### src/sv/sscol_pkg.sv
// Shared types and constants for the segment-sphere collision test pipeline.
// No dependencies.
`default_nettype none
package sscol_pkg;
  localparam int CW = 32;
  localparam int RW = CW - 1;
  localparam int TB = 32;
  localparam int PW = 2 * CW + 2;
  localparam int NW = PW + 2;

  localparam logic [1:0] REGION_INTERIOR = 2'd0;
  localparam logic [1:0] REGION_START    = 2'd1;
  localparam logic [1:0] REGION_END      = 2'd2;

  localparam logic [4:0] CFG_START_X = 5'd0;
  localparam logic [4:0] CFG_START_Y = 5'd1;
  localparam logic [4:0] CFG_START_Z = 5'd2;
  localparam logic [4:0] CFG_END_X   = 5'd3;
  localparam logic [4:0] CFG_END_Y   = 5'd4;
  localparam logic [4:0] CFG_END_Z   = 5'd5;

  typedef struct packed {
    logic signed [CW-1:0] center_x;
    logic signed [CW-1:0] center_y;
    logic signed [CW-1:0] center_z;
    logic [RW-1:0]        sphere_radius;
  } in_t;

  typedef struct packed {
    logic                 colliding;
    logic signed [CW-1:0] closest_x;
    logic signed [CW-1:0] closest_y;
    logic signed [CW-1:0] closest_z;
    logic [1:0]           region;
    logic                 degenerate;
  } out_t;

  typedef struct packed {
    logic signed [CW-1:0] sx;
    logic signed [CW-1:0] sy;
    logic signed [CW-1:0] sz;
    logic signed [CW-1:0] ex;
    logic signed [CW-1:0] ey;
    logic signed [CW-1:0] ez;
  } seg_t;

  typedef struct packed {
    in_t        q;
    logic [1:0] region;
    logic       degen;
  } item_t;

  typedef struct packed {
    logic          v;
    logic [PW-1:0] rem;
    logic [PW-1:0] den;
    logic [TB-1:0] t;
    item_t         item;
  } div_t;
endpackage
`default_nettype wire

### src/sv/sscol_div_stage.sv
// One restoring-division step: produces one quotient bit of t.
// Depends on sscol_pkg.
`default_nettype none
module sscol_div_stage (
  input  wire logic            clk,
  input  wire logic            rst,
  input  wire logic            ce,
  input  wire sscol_pkg::div_t din,
  output sscol_pkg::div_t      dout
);
  localparam int PW = sscol_pkg::PW;
  localparam int TB = sscol_pkg::TB;

  logic [PW:0] rem2;
  logic [PW:0] diff;
  logic        ge;

  always_comb begin
    rem2 = {din.rem, 1'b0};
    diff = rem2 - {1'b0, din.den};
    ge = (rem2 >= {1'b0, din.den});
  end

  always_ff @(posedge clk) begin
    if (rst) begin
      dout.v <= 1'b0;
    end else if (ce) begin
      dout.v <= din.v;
    end
    if (ce) begin
      dout.rem  <= ge ? diff[PW-1:0] : rem2[PW-1:0];
      dout.den  <= din.den;
      dout.t    <= {din.t[TB-2:0], ge};
      dout.item <= din.item;
    end
  end
endmodule
`default_nettype wire

### config.mk
export PLATFORM = sky130hd
export DESIGN_NAME = sscol_div_stage
export DESIGN_NICKNAME = d
export VERILOG_FILES = /design/src/sv/sscol_pkg.sv /design/src/sv/sscol_div_stage.sv
export SDC_FILE = /design/constraint.sdc
export NUM_CORES = 1
export LEC_CHECK = 0
export ABC_CLOCK_PERIOD_IN_PS = 6320
export BUFFER_PORTS_ARGS = -buffer_cell sky130_fd_sc_hd__buf_2
export CORE_AREA = 2 2 229 231
export DETAILED_ROUTE_END_ITERATION = 8
export DIE_AREA = 0 0 231 233
export SLEW_MARGIN = 40
export SYNTH_ARGS = -nofsm -noshare
export SYNTH_HDL_FRONTEND = slang
export SYNTH_SLANG_ARGS = --single-unit
export TNS_END_PERCENT = 5
### constraint.sdc
create_clock -name clk -period 6.32 [get_ports clk]
set_input_delay 0.316 -clock clk [delete_from_list [all_inputs] [get_ports clk]]
set_output_delay 0.316 -clock clk [all_outputs]
set_load 0.005 [all_outputs]
-- Word level (Yosys, flattened, before mapping)
Index checks and enable logic that the tools add are counted.
- word-level logic and storage cells: 14
- input port bits: 298
- register bits: 295
- muxes and demuxes: 1
- $lt $le $gt $ge: 1
- add/subtract/negate cells: 1
- operator list (operator ; count):
    greater-or-equal comparator 67 x 66 -> 1 bit ; 1
    2-to-1 mux 66 bit ; 1
    subtractor 66 bit ; 1

-- Logic depth before layout (Yosys ltp)
Gate-level depths: netlist (run 1).
- depth after elaboration: 2
- gate-level depth with buffers: 16
- mapped depth without buffers: 14

-- Worst setup path after synthesis (run 1)
No wires, ideal clock.
- path kind: input port to flip-flop
- from: input din[162] (netlist name)
- to: register dout[288] (netlist name), data pin
- required time: 6062 ps
- stages on the path: 12
- library setup time: 258 ps
- setup slack: 2921 ps
- buffers on the path: 0
- arrival time: 3141 ps
- path through: inv_1 > fa_1 > a21o_1 > a221oi_2 > o211a_1 > nor4b_2 > nor3_1 > or2_1 > a31oi_1 > o21bai_1 > a2111o_1 > o221a_2
- longest elaborated chain between the ends: 2
- ends and longest elaborated chain (what ; RTL line ; source):
    start, declared ; sscol_div_stage.sv:8 ; input wire sscol_pkg::div_t din,
    subtractor 66 bit / greater-or-equal comparator 67 x 66 -> 1 bit (equally long branches) ; sscol_div_stage.sv:20, sscol_div_stage.sv:21 ;
    2-to-1 mux 66 bit (*) ; sscol_div_stage.sv:31 ; dout.rem <= ge ? diff[PW-1:0] : rem2[PW-1:0];
    end, declared ; sscol_div_stage.sv:9 ; output sscol_pkg::div_t dout
Mark *: on every way between the ends. The rest lies on a longest branch, timed or not.
A chain may end at the register's enable or synchronous reset.

-- Worst setup path in the final report (run 1)
- from: input din[163] (netlist name)
- to: register dout[288] (netlist name), data pin
The elaborated chain is that of the path after synthesis.

==> impl_metrics.tcl, run 1 <==
set metrics [dict create \
    die_y_um 233 \
    worst_slew_pin_slew_ps 787 \
    period_share_pct 75.4 \
    syn_nets 1460 \
    power_density_nw_per_um2 268 \
    yosysTopAreaCellShare_pct 64.2 \
    yosysWarnings 0 \
    netlist_area_um2 13700 \
    ys_types 69 \
    setup_violations 0 \
    crit_required_ps 6620 \
    grt_max_degree 165 \
    leakage_nw 9.13 \
    cts.clk_slew.worst_paths_ps 60 \
    synth_edf_count 294 \
    gp_congestion 0.900 \
    clk_path_buf_depth 3 \
    ys_ff_latch 295 \
    dp_hpwl_mm 41.4 \
    crit_type "input port to register" \
    crit_path_start_kind "input port" \
    final_max_slew_viol_count 0 \
    port_buffers 591 \
    yosys_most_used_dff "edfxtp_1" \
    grt_first_pass_wirelength_mm 77.6 \
    hp-start "din[162]" \
    reg2reg_depth 2 \
    ir_drop_mv 0.191 \
    r2r-start "dout[294]" \
    maxCapViolations 0 \
    area_delta_synth_final_pct 52.7 \
    via_per_inst 4.61 \
    cts_tree "yes" \
    grt_busiest_layer "met2" \
    h-tree-depth 2 \
    avgSynthCellArea_um2 12.6 \
    dr.pass1.iters 5 \
    min_to "dout[162]" \
    drtAntennaViolNets 0 \
    timing.setup.tns_ps 0 \
    synthTopCellsByCount "edfxtp_1 (294), a21oi_1 (115), nor2_1 (89), inv_1 (85), nand2_1 (84)" \
    grt_util_met3_pct 5.69 \
    hold_violations 0 \
    grtUsageMet2_pct 36.1 \
    core_um2 51100 \
    outcome "finished, final reports clean" \
    crit_arrival_ps 5060 \
    start_util_pct 26.9 \
    wirelength_mm 55.1 \
    layoutNonFillerInstCount 2635 \
    clk_latency_ps 540 \
    yosysMostFrequentCell "edfxtp_1" \
    grtUsageTotal_pct 19.6 \
    final.min_clock_period_ps 4760 \
    rsz0062_at_grt "no" \
    finClkSkew_ps 0 \
    cts_root_buf "clkbuf_16" \
    top_register "dout" \
    synth_area_leader_cell "edfxtp_1" \
    vias 12151 \
    timing.rr.end "dout[294]" \
    crit_path_end_kind "register" \
    layout-drive-gt1-share_pct 34.1 \
    pin_count 593 \
    cp_max_fo 5 \
    synthCells 1095 \
    grt_pass1_vias 12373 \
    synthTopCellsByArea "edfxtp_1 (64%), ha_1 (6.0%), a21oi_1 (4.2%)" \
    fmax_ghz 0.210 \
    synthArstFlopShare_pct 0 \
    rows 83 \
    drc 0 \
    holdPathStages 1 \
    final_nets 2290 \
    min_path_type "input port to register" \
    die_x_um 231 \
    relSlewSlack_pct 46.9 \
    avgRoutedWirePerCell_um 20.9 \
    use_met1_pct 20.7 \
    top_regs "dout x295" \
    antenna_found_initial 12 \
    place_inst 2339 \
    drt-initial-drc-count 642 \
    ys_seq_area_share_pct 64.4 \
    cts.sinks 295 \
    dieArea_um2 53800 \
    overflow 0 \
    largest_reg_flops 295 \
    r2r_slack_ps 5720 \
    cts_buffers 36 \
]
-- through the flow --
step           worst slack, ps  total power, W  instance area, µm²  util (%)  hold slack [ps]
5_1_grt                   1240         0.00589               21000      41.1             15.4
4_1_cts                   1440         0.00571               21000      41.0             3.63
3_3_place_gp              1390         0.00344               17500      34.2              478
3_5_place_dp              1380         0.00345               17500      34.2              485
2_1_floorplan             2920         0.00292               13700         -              388
6_report                  1560         0.00563               21000      41.1             37.1
-- layout make-up --
cell class | count | area, µm²
inverter | 86 | 325
antenna | 2 | 5.00
fill | 4902 | 30100
clock buffer | 42 | 933
multi-input combinational | 682 | 4430
sequential | 295 | 8850
clock inverter | 24 | 259
tap | 680 | 851
timing repair buffer | 824 | 5330
-- how the worst max path moves through the flow --
stage	startpoint	endpoint	slack [ps]	cells past startpoint
final	din[163]	dout[288]	1560	14
after global routing	din[163]	dout[288]	1240	14
after CTS	din[163]	dout[288]	1440	14
after detailed placement	din[162]	dout[288]	1380	13
after global placement	din[162]	dout[284]	1390	13
after floorplan	din[162]	dout[288]	2920	12
-- cells by family (layout without fill, tap and decap cells) --
| logic type | after synthesis | count (layout) | share of synthesized area (%) |
|---|---|---|---|
| flops | 295 | 295 | 64.4 |
| mux | 1 | 1 | 0.0728 |
| simple gates | 255 | 255 | 8.45 |
| compound gates | 304 | 304 | 14.0 |
| fa+ha+maj | 67 | 67 | 6.15 |
| xor+xnor | 55 | 55 | 3.50 |
| other cells | 0 | 2 | 0 |
| buf+inv | 118 | 976 | 3.46 |
-- critical path, cell delays in order --
cell and delay [ps]:
dlygate4sd3_1 530, buf_2 140, inv_1 110, fa_1 480, a21o_1 240, a221oi_2 490, o211a_1 320, nor4b_2 340
nor3_1 170, or2_1 330, a31oi_1 630, o21bai_1 330, a2111o_1 480, o221a_2 120
-- placed cells by master (no fill, tap or decap), types with 3 or more instances in the layout --
| master | instances |
|---|---|
| a211o_1 | 4 |
| a211oi_1 | 8 |
| a21boi_0 | 4 |
| a21o_1 | 34 |
| a21oi_1 | 115 |
| a221oi_1 | 5 |
| a31oi_1 | 4 |
| and2_1 | 3 |
| and3_1 | 11 |
| buf_2 | 590 |
| bufinv_16 | 4 |
| clkbuf_1 | 5 |
| clkbuf_16 | 36 |
| clkinv_1 | 8 |
| clkinv_2 | 3 |
| clkinvlp_4 | 3 |
| dlygate4sd3_1 | 227 |
| edfxtp_1 | 294 |
| ha_1 | 66 |
| inv_1 | 85 |
| nand2_1 | 84 |
| nand2b_1 | 7 |
| nand3_1 | 10 |
| nand4_1 | 15 |
| nor2_1 | 89 |
| nor2b_1 | 4 |
| nor3_1 | 10 |
| nor4_1 | 5 |
| o211a_1 | 3 |
| o211ai_1 | 6 |
| o21a_1 | 4 |
| o21ai_0 | 61 |
| o21bai_1 | 16 |
| o31ai_1 | 6 |
| o41ai_1 | 4 |
| or2_2 | 4 |
| or3_1 | 5 |
| xnor2_1 | 35 |
| xor2_1 | 20 |
-- where the power goes --
group / switching (W) / internal [W] / total [W] / leakage (nW)
combinational: 0.000595 / 0.000492 / 0.00109 / 5.67
clock: 0.000877 / 0.00124 / 0.00211 / 0.572
sequential: 0.0000515 / 0.00238 / 0.00243 / 2.89
total: 0.00152 / 0.00411 / 0.00563 / 9.13
-- per-layer routing --
| layer | routed length [µm] | part of all wire (%) | up-vias |
|---|---|---|---|
| met5 | 119 | 0.22 | - |
| met4 | 2200 | 4.0 | 18 |
| met3 | 4070 | 7.4 | 102 |
| met2 | 28700 | 52 | 459 |
| met1 | 20000 | 36 | 5825 |
| li1 | - | - | 5747 |
-- what timing repair did --
item,CTS,global route
endpoints found under the hold margin,227,0
setup buffers,0,0
hold buffers,227,0
gates resized for setup,0,0
No activity file was read; power rests on OpenSTA's default activity.
==> run 2, diff against run 1 <==
Settings changed: ABC_AREA from default to 1, ABC_CLOCK_PERIOD_IN_PS 6320 to 4400, CORE_AREA 2 2 229 231 to 2 2 228 230, DIE_AREA 0 0 231 233 to 0 0 230 232.
Clock period 6.32 ns to 4.4 ns, I/O delays scaled along.
==> run 2 against run 1 <==
Sequential power up 44%. Flip-flop and latch count unchanged. Global-route usage up 6.2 points. Combinational power up 70%. Critical endpoint is now dout[237]. Area after synthesis up 14%. Highest routed layer unchanged. Utilization up 5.1 points. Via count up 28%.
==> impl_metrics.tcl, run 2 <==
set metrics [dict create \
    synthTopCellsByArea "edfxtp_1 (56%), nand2_1 (16%), inv_1 (7.2%)" \
    power_density_nw_per_um2 348 \
    p_sw_share_pct 29.3 \
    cts_tree "yes" \
    final_nets 3041 \
    layout-drive-gt1-share_pct 25.0 \
    avgSynthCellArea_um2 8.90 \
    crit_required_ps 4800 \
    power_frac_seq_pct 42.7 \
    pin_count 593 \
    synthTopCellsByCount "nand2_1 (657), inv_1 (302), edfxtp_1 (294), nor2_1 (114), nand3_1 (80)" \
    syn_nets 2127 \
    hp-start "din[255]" \
    min_path_type "input port to register" \
    synth_area_leader_cell "edfxtp_1" \
    grt_pass1_vias 15884 \
    final_max_slew_viol_count 0 \
    dieArea_um2 53400 \
    top_register "dout" \
    grtUsageTotal_pct 25.8 \
    final.min_clock_period_ps 3320 \
    layoutNonFillerInstCount 3387 \
    p_int_w 0.00578 \
    maxCapViolations 0 \
    finClkSkew_ps 0 \
    ys_types 35 \
    drt-initial-drc-count 1040 \
    via_per_inst 4.60 \
    cp_max_fo 30 \
    r2r-start "dout[294]" \
    setup_violations 0 \
    synthArstFlopShare_pct 0 \
    period_share_pct 75.5 \
    area_delta_synth_final_pct 49.9 \
    drtAntennaViolNets 0 \
    leakage_nw 11.6 \
    mostFrequentLayoutCells "nand2_1 (657), buf_2 (590), inv_1 (302)" \
    combPwrFrac_pct 22.6 \
    yosysTopAreaCellShare_pct 56.3 \
    overflow 0 \
    h-tree-depth 2 \
    p_switching_w 0.00240 \
    dp_hpwl_mm 56.1 \
    cpMostUsedCell "nand2_1" \
    top_regs "dout x295" \
    dr.pass1.iters 5 \
    critPathSlowestCell "dlygate4sd3_1" \
    timing.setup.tns_ps 0 \
    rows 83 \
    ir_drop_mv 0.268 \
    synth_edf_count 294 \
    gp_congestion 0.967 \
    grt_max_degree 103 \
    final_common_cell "nand2_1" \
    ys_seq_area_share_pct 56.4 \
    ys_ff_latch 295 \
    yosys_most_used_dff "edfxtp_1" \
    hold_violations 0 \
    die_x_um 230 \
    port_buffers 591 \
    synthCells 1762 \
    cts_root_buf "clkbuf_16" \
    startpoint "din[194]" \
    start_util_pct 30.8 \
    clk_latency_ps 540 \
    fmax_ghz 0.301 \
    yosysMostFrequentCell "nand2_1" \
    crit_path_end_kind "register" \
    drc 0 \
    crit_path_start_kind "input port" \
    crit_type "input port to register" \
    crit_arrival_ps 3730 \
    worst_slew_pin_slew_ps 808 \
    cts.clk_slew.worst_paths_ps 60 \
    clk_path_buf_depth 3 \
    post_cts_resized 0 \
    die_y_um 232 \
    postCtsSetupBuffers 0 \
    outcome "finished, final reports clean" \
    wirelength_mm 70.8 \
    antenna_found_initial 7 \
    largest_reg_flops 295 \
    path_buf_inv 4 \
    netlist_area_um2 15700 \
    cts.sinks 295 \
    slowest_delay_ps 530 \
    avgRoutedWirePerCell_um 20.9 \
    yosysWarnings 0 \
    path_cells "dlygate4sd3_1 > buf_2 > inv_1 > ha_1 > nand2_1 > nor2_1 > nand2_1 > nor2_1 > nand2_1 > nor2_1 > nor3_2 > nand2_4 > buf_4 > nand2_1 > nand2_1" \
    clkPwrFrac_pct 34.7 \
    cp_top_family "simple AND/OR/NAND/NOR gates" \
    ctsHoldBuffers 293 \
    core_um2 50900 \
    rsz0062_at_grt "no" \
    vias 15578 \
    grt_first_pass_wirelength_mm 100 \
    cts_buffers 36 \
    relSlewSlack_pct 46.1 \
    place_inst 3025 \
]
-- run 2: cell types whose count changed in the layout (fill, tap and decap cells not counted), sizes merged, moves of 33 or more --
cell,before,now
o21ai,63,29
nand2,84,661
inv,89,313
dlygate4sd3,227,293
a21oi,116,76
xnor2,35,2
a21o,35,0
nand3,10,82
-- run 2: final cells by class --
type | instances | area, µm²
diodes | 6 | 15.0
clock buffers | 41 | 920
clock inverters | 22 | 176
fillers | 5029 | 27400
inverters | 312 | 1170
multi-input cells | 1141 | 5550
flip-flops and latches | 295 | 8850
well taps | 680 | 851
repair buffers | 890 | 5980
-- run 2: kinds of logic after synthesis --
family / Yosys count / share of synthesized area (%)
adders and majority gates: 67 / 5.39
buffers and inverters: 326 / 8.21
muxes: 1 / 0.0638
xor gates and xnor gates: 33 / 1.84
AOI/OAI and AO/OA: 121 / 4.21
DFF: 295 / 56.4
and+or+nand+nor: 919 / 23.9
-- run 2: power groups by stage --
stage / combinational (W) / sequential (W) / clock, W
detailed placement: 0.00162 / 0.00354 / 0
global placement: 0.00161 / 0.00354 / 0
CTS: 0.00185 / 0.00349 / 0.00291
floorplan: 0.000713 / 0.00358 / 0
finish: 0.00185 / 0.00349 / 0.00284
global route: 0.00202 / 0.00351 / 0.00302
-- run 2: metrics by stage --
step	total power, W	hold slack (ps)	instance area, µm²	setup slack (ps)	util [%]
floorplan	0.00429	292	15700	2330	-
global placement	0.00515	376	19500	1290	38.3
detailed placement	0.00516	380	19500	1260	38.3
CTS	0.00825	47.2	23500	1240	46.2
global route	0.00855	62.7	23500	1050	46.2
finish	0.00818	59.3	23500	1080	46.2
-- run 2: tightest hold or removal path: stages --
cell and delay (ps):
buf_2 150, nand2_1 70, nand2_1 60
-- run 2: worst paths after layout --
check               to  slack, ps  cells after the start
max          dout[237]       1080                     15
max reg2reg  dout[294]       3260                      3
min reg2reg  dout[294]       1040                      3
min          dout[256]         60                      3
-- run 2: per-layer routing --
layer | share of wire [%] | global-route usage [%] | vias up | wire length [µm]
met4 | 5.2 | 12.4 | 2 | 3690
met3 | 6.3 | 5.60 | 120 | 4440
met1 | 40 | 30.0 | 7389 | 28200
met2 | 49 | 45.0 | 569 | 34400
li1 | - | - | 7498 | -
met5 | 0.014 | 0 | - | 10
==> run 3, diff against run 2 <==
Settings changed: ABC_CLOCK_PERIOD_IN_PS 4400 to 3100.
Clock period 4.4 ns to 3.1 ns, I/O delays scaled along.
==> run 3 against run 2 <==
Total power grew 43%. Cell area is 0.86% higher. Cell count up 0.50%. Critical path depth unchanged. Global-route usage grew 0.13 points. Utilization up 0.40 points. Sequential share of layout area down 0.32 points. Via count is 0.85% lower. First-iteration DRC count decreased by 11%. Setup slack worse by 990 ps. Combinational power rose by 44%.
==> impl_metrics.tcl, run 3 (synthesis gave the netlist of run 2 again) <==
set metrics [dict create \
    outcome "finished, final reports clean" \
    hold_violations 0 \
    dp_hpwl_mm 56.7 \
    maxCapViolations 0 \
    clk_latency_ps 530 \
    timing.setup.tns_ps 0 \
    reg2reg_depth 3 \
    gp_congestion 0.982 \
    slowest_delay_ps 570 \
    finClkSkew_ps 0 \
    avgRoutedWirePerCell_um 20.9 \
    layout-drive-gt1-share_pct 25.6 \
    final_nets 3062 \
    final_common_cell "nand2_1" \
    leakage_nw 11.7 \
    timing.rr.end "dout[294]" \
    p_switching_w 0.00339 \
    setup_violations 0 \
    clk_path_buf_depth 3 \
    utilization_pct 46.6 \
    start_util_pct 30.8 \
    crit_arrival_ps 3350 \
    via_per_inst 4.54 \
    mostFrequentLayoutCells "nand2_1 (657), buf_2 (590), inv_1 (302)" \
    rows 83 \
    grt_pass1_vias 15859 \
    cts_tree "yes" \
    cts.clk_slew.worst_paths_ps 60 \
    grt_max_degree 81 \
    drtAntennaViolNets 0 \
    crit_path_end_kind "register" \
    final.min_clock_period_ps 3010 \
    cts_root_buf "clkbuf_16" \
    combPwrFrac_pct 22.8 \
    dieArea_um2 53400 \
    startpoint "din[187]" \
    final_max_slew_viol_count 0 \
    overflow 0 \
    min_path_type "input port to register" \
    cp-endpoint "dout[228]" \
    wirelength_mm 71.0 \
    pin_count 593 \
    path_cells "dlygate4sd3_1 > buf_2 > inv_1 > ha_1 > nand2_1 > nor2_2 > inv_2 > nor2_1 > nand4_1 > nor2_1 > nor3_2 > nand2_4 > inv_2 > buf_12 > nor2_1" \
    power_frac_seq_pct 42.5 \
    drc 0 \
    largest_reg_flops 295 \
    grt_first_pass_wirelength_mm 101 \
    post_cts_resized 0 \
    ctsHoldBuffers 294 \
    cpMostUsedCell "nor2_1" \
    rsz0062_at_grt "no" \
    clkPwrFrac_pct 34.7 \
    core_um2 50900 \
    die_y_um 232 \
    antenna_found_initial 3 \
    grtUsageTotal_pct 25.9 \
    area_delta_synth_final_pct 51.2 \
    worst_slew_pin_slew_ps 693 \
    p_sw_share_pct 29.0 \
    crit_required_ps 3450 \
    top_regs "dout x295" \
    top_register "dout" \
    pre_cts_slack_ps 244 \
    crit_type "input port to register" \
    p_int_w 0.00829 \
    relSlewSlack_pct 53.8 \
    port_buffers 591 \
    cts.sinks 295 \
    ir_drop_mv 0.326 \
    power_density_nw_per_um2 492 \
    r2r-start "dout[294]" \
    cts_buffers 35 \
    setup_ws_ps 91.5 \
    postCtsSetupBuffers 0 \
    crit_path_start_kind "input port" \
    die_x_um 230 \
    period_share_pct 97.0 \
    drt-initial-drc-count 930 \
    h-tree-depth 2 \
    r2r_slack_ps 1980 \
    vias 15445 \
    critPathSlowestCell "dlygate4sd3_1" \
    dr.pass1.iters 5 \
    fmax_ghz 0.332 \
    cp_max_fo 54 \
]
run 3: routing by layer:
layer	track usage [%]	share of wire, %	vias to the layer above
li1	-	-	7539
met1	30.9	40	7276
met2	46.6	50	537
met3	4.04	5.5	93
met4	10.2	3.9	0
met5	0	0	-
run 3: critical path, delay by kind of cell:
kind / cells / cell delay [ps]
fa+ha+maj: 1 / 340
simple gates: 8 / 1700
buf+inv: 6 / 1080
run 3: final cells by class:
cell class | instances | area [µm²]
fillers | 4936 | 27200
flip-flops and latches | 295 | 8850
repair buffers | 912 | 6190
multi-input cells | 1141 | 5550
inverters | 312 | 1170
clock buffers | 41 | 898
well taps | 680 | 851
clock inverters | 21 | 205
diodes | 2 | 5.00
run 3: stage by stage:
step / cell area [µm²] / hold WS, ps / power (W) / instances
floorplan: 15700 / 227 / 0.00609 / 1762
global placement: 19700 / 313 / 0.00737 / 3046
detailed placement: 19700 / 316 / 0.00738 / 3046
CTS: 23700 / 134 / 0.0118 / 3402
global route: 23700 / 149 / 0.0122 / 3404
finish: 23700 / 136 / 0.0117 / 3404
run 3: how the worst min path moves through the flow:
stage	startpoint	end	slack [ps]	depth (start not counted)
floorplan	rst	dout[294]	230	1
global placement	rst	dout[294]	310	2
detailed placement	rst	dout[294]	320	2
CTS	ce	dout[109]	130	1
global route	ce	dout[108]	150	1
finish	ce	dout[30]	140	1
run 3: power groups by stage:
stage               logic (W)  registers, W  clock network [W]
global route          0.00291       0.00499            0.00430
finish                0.00267       0.00496            0.00405
global placement      0.00234       0.00503                  0
detailed placement    0.00235       0.00503                  0
CTS                   0.00268       0.00496            0.00415
floorplan             0.00101       0.00508                  0
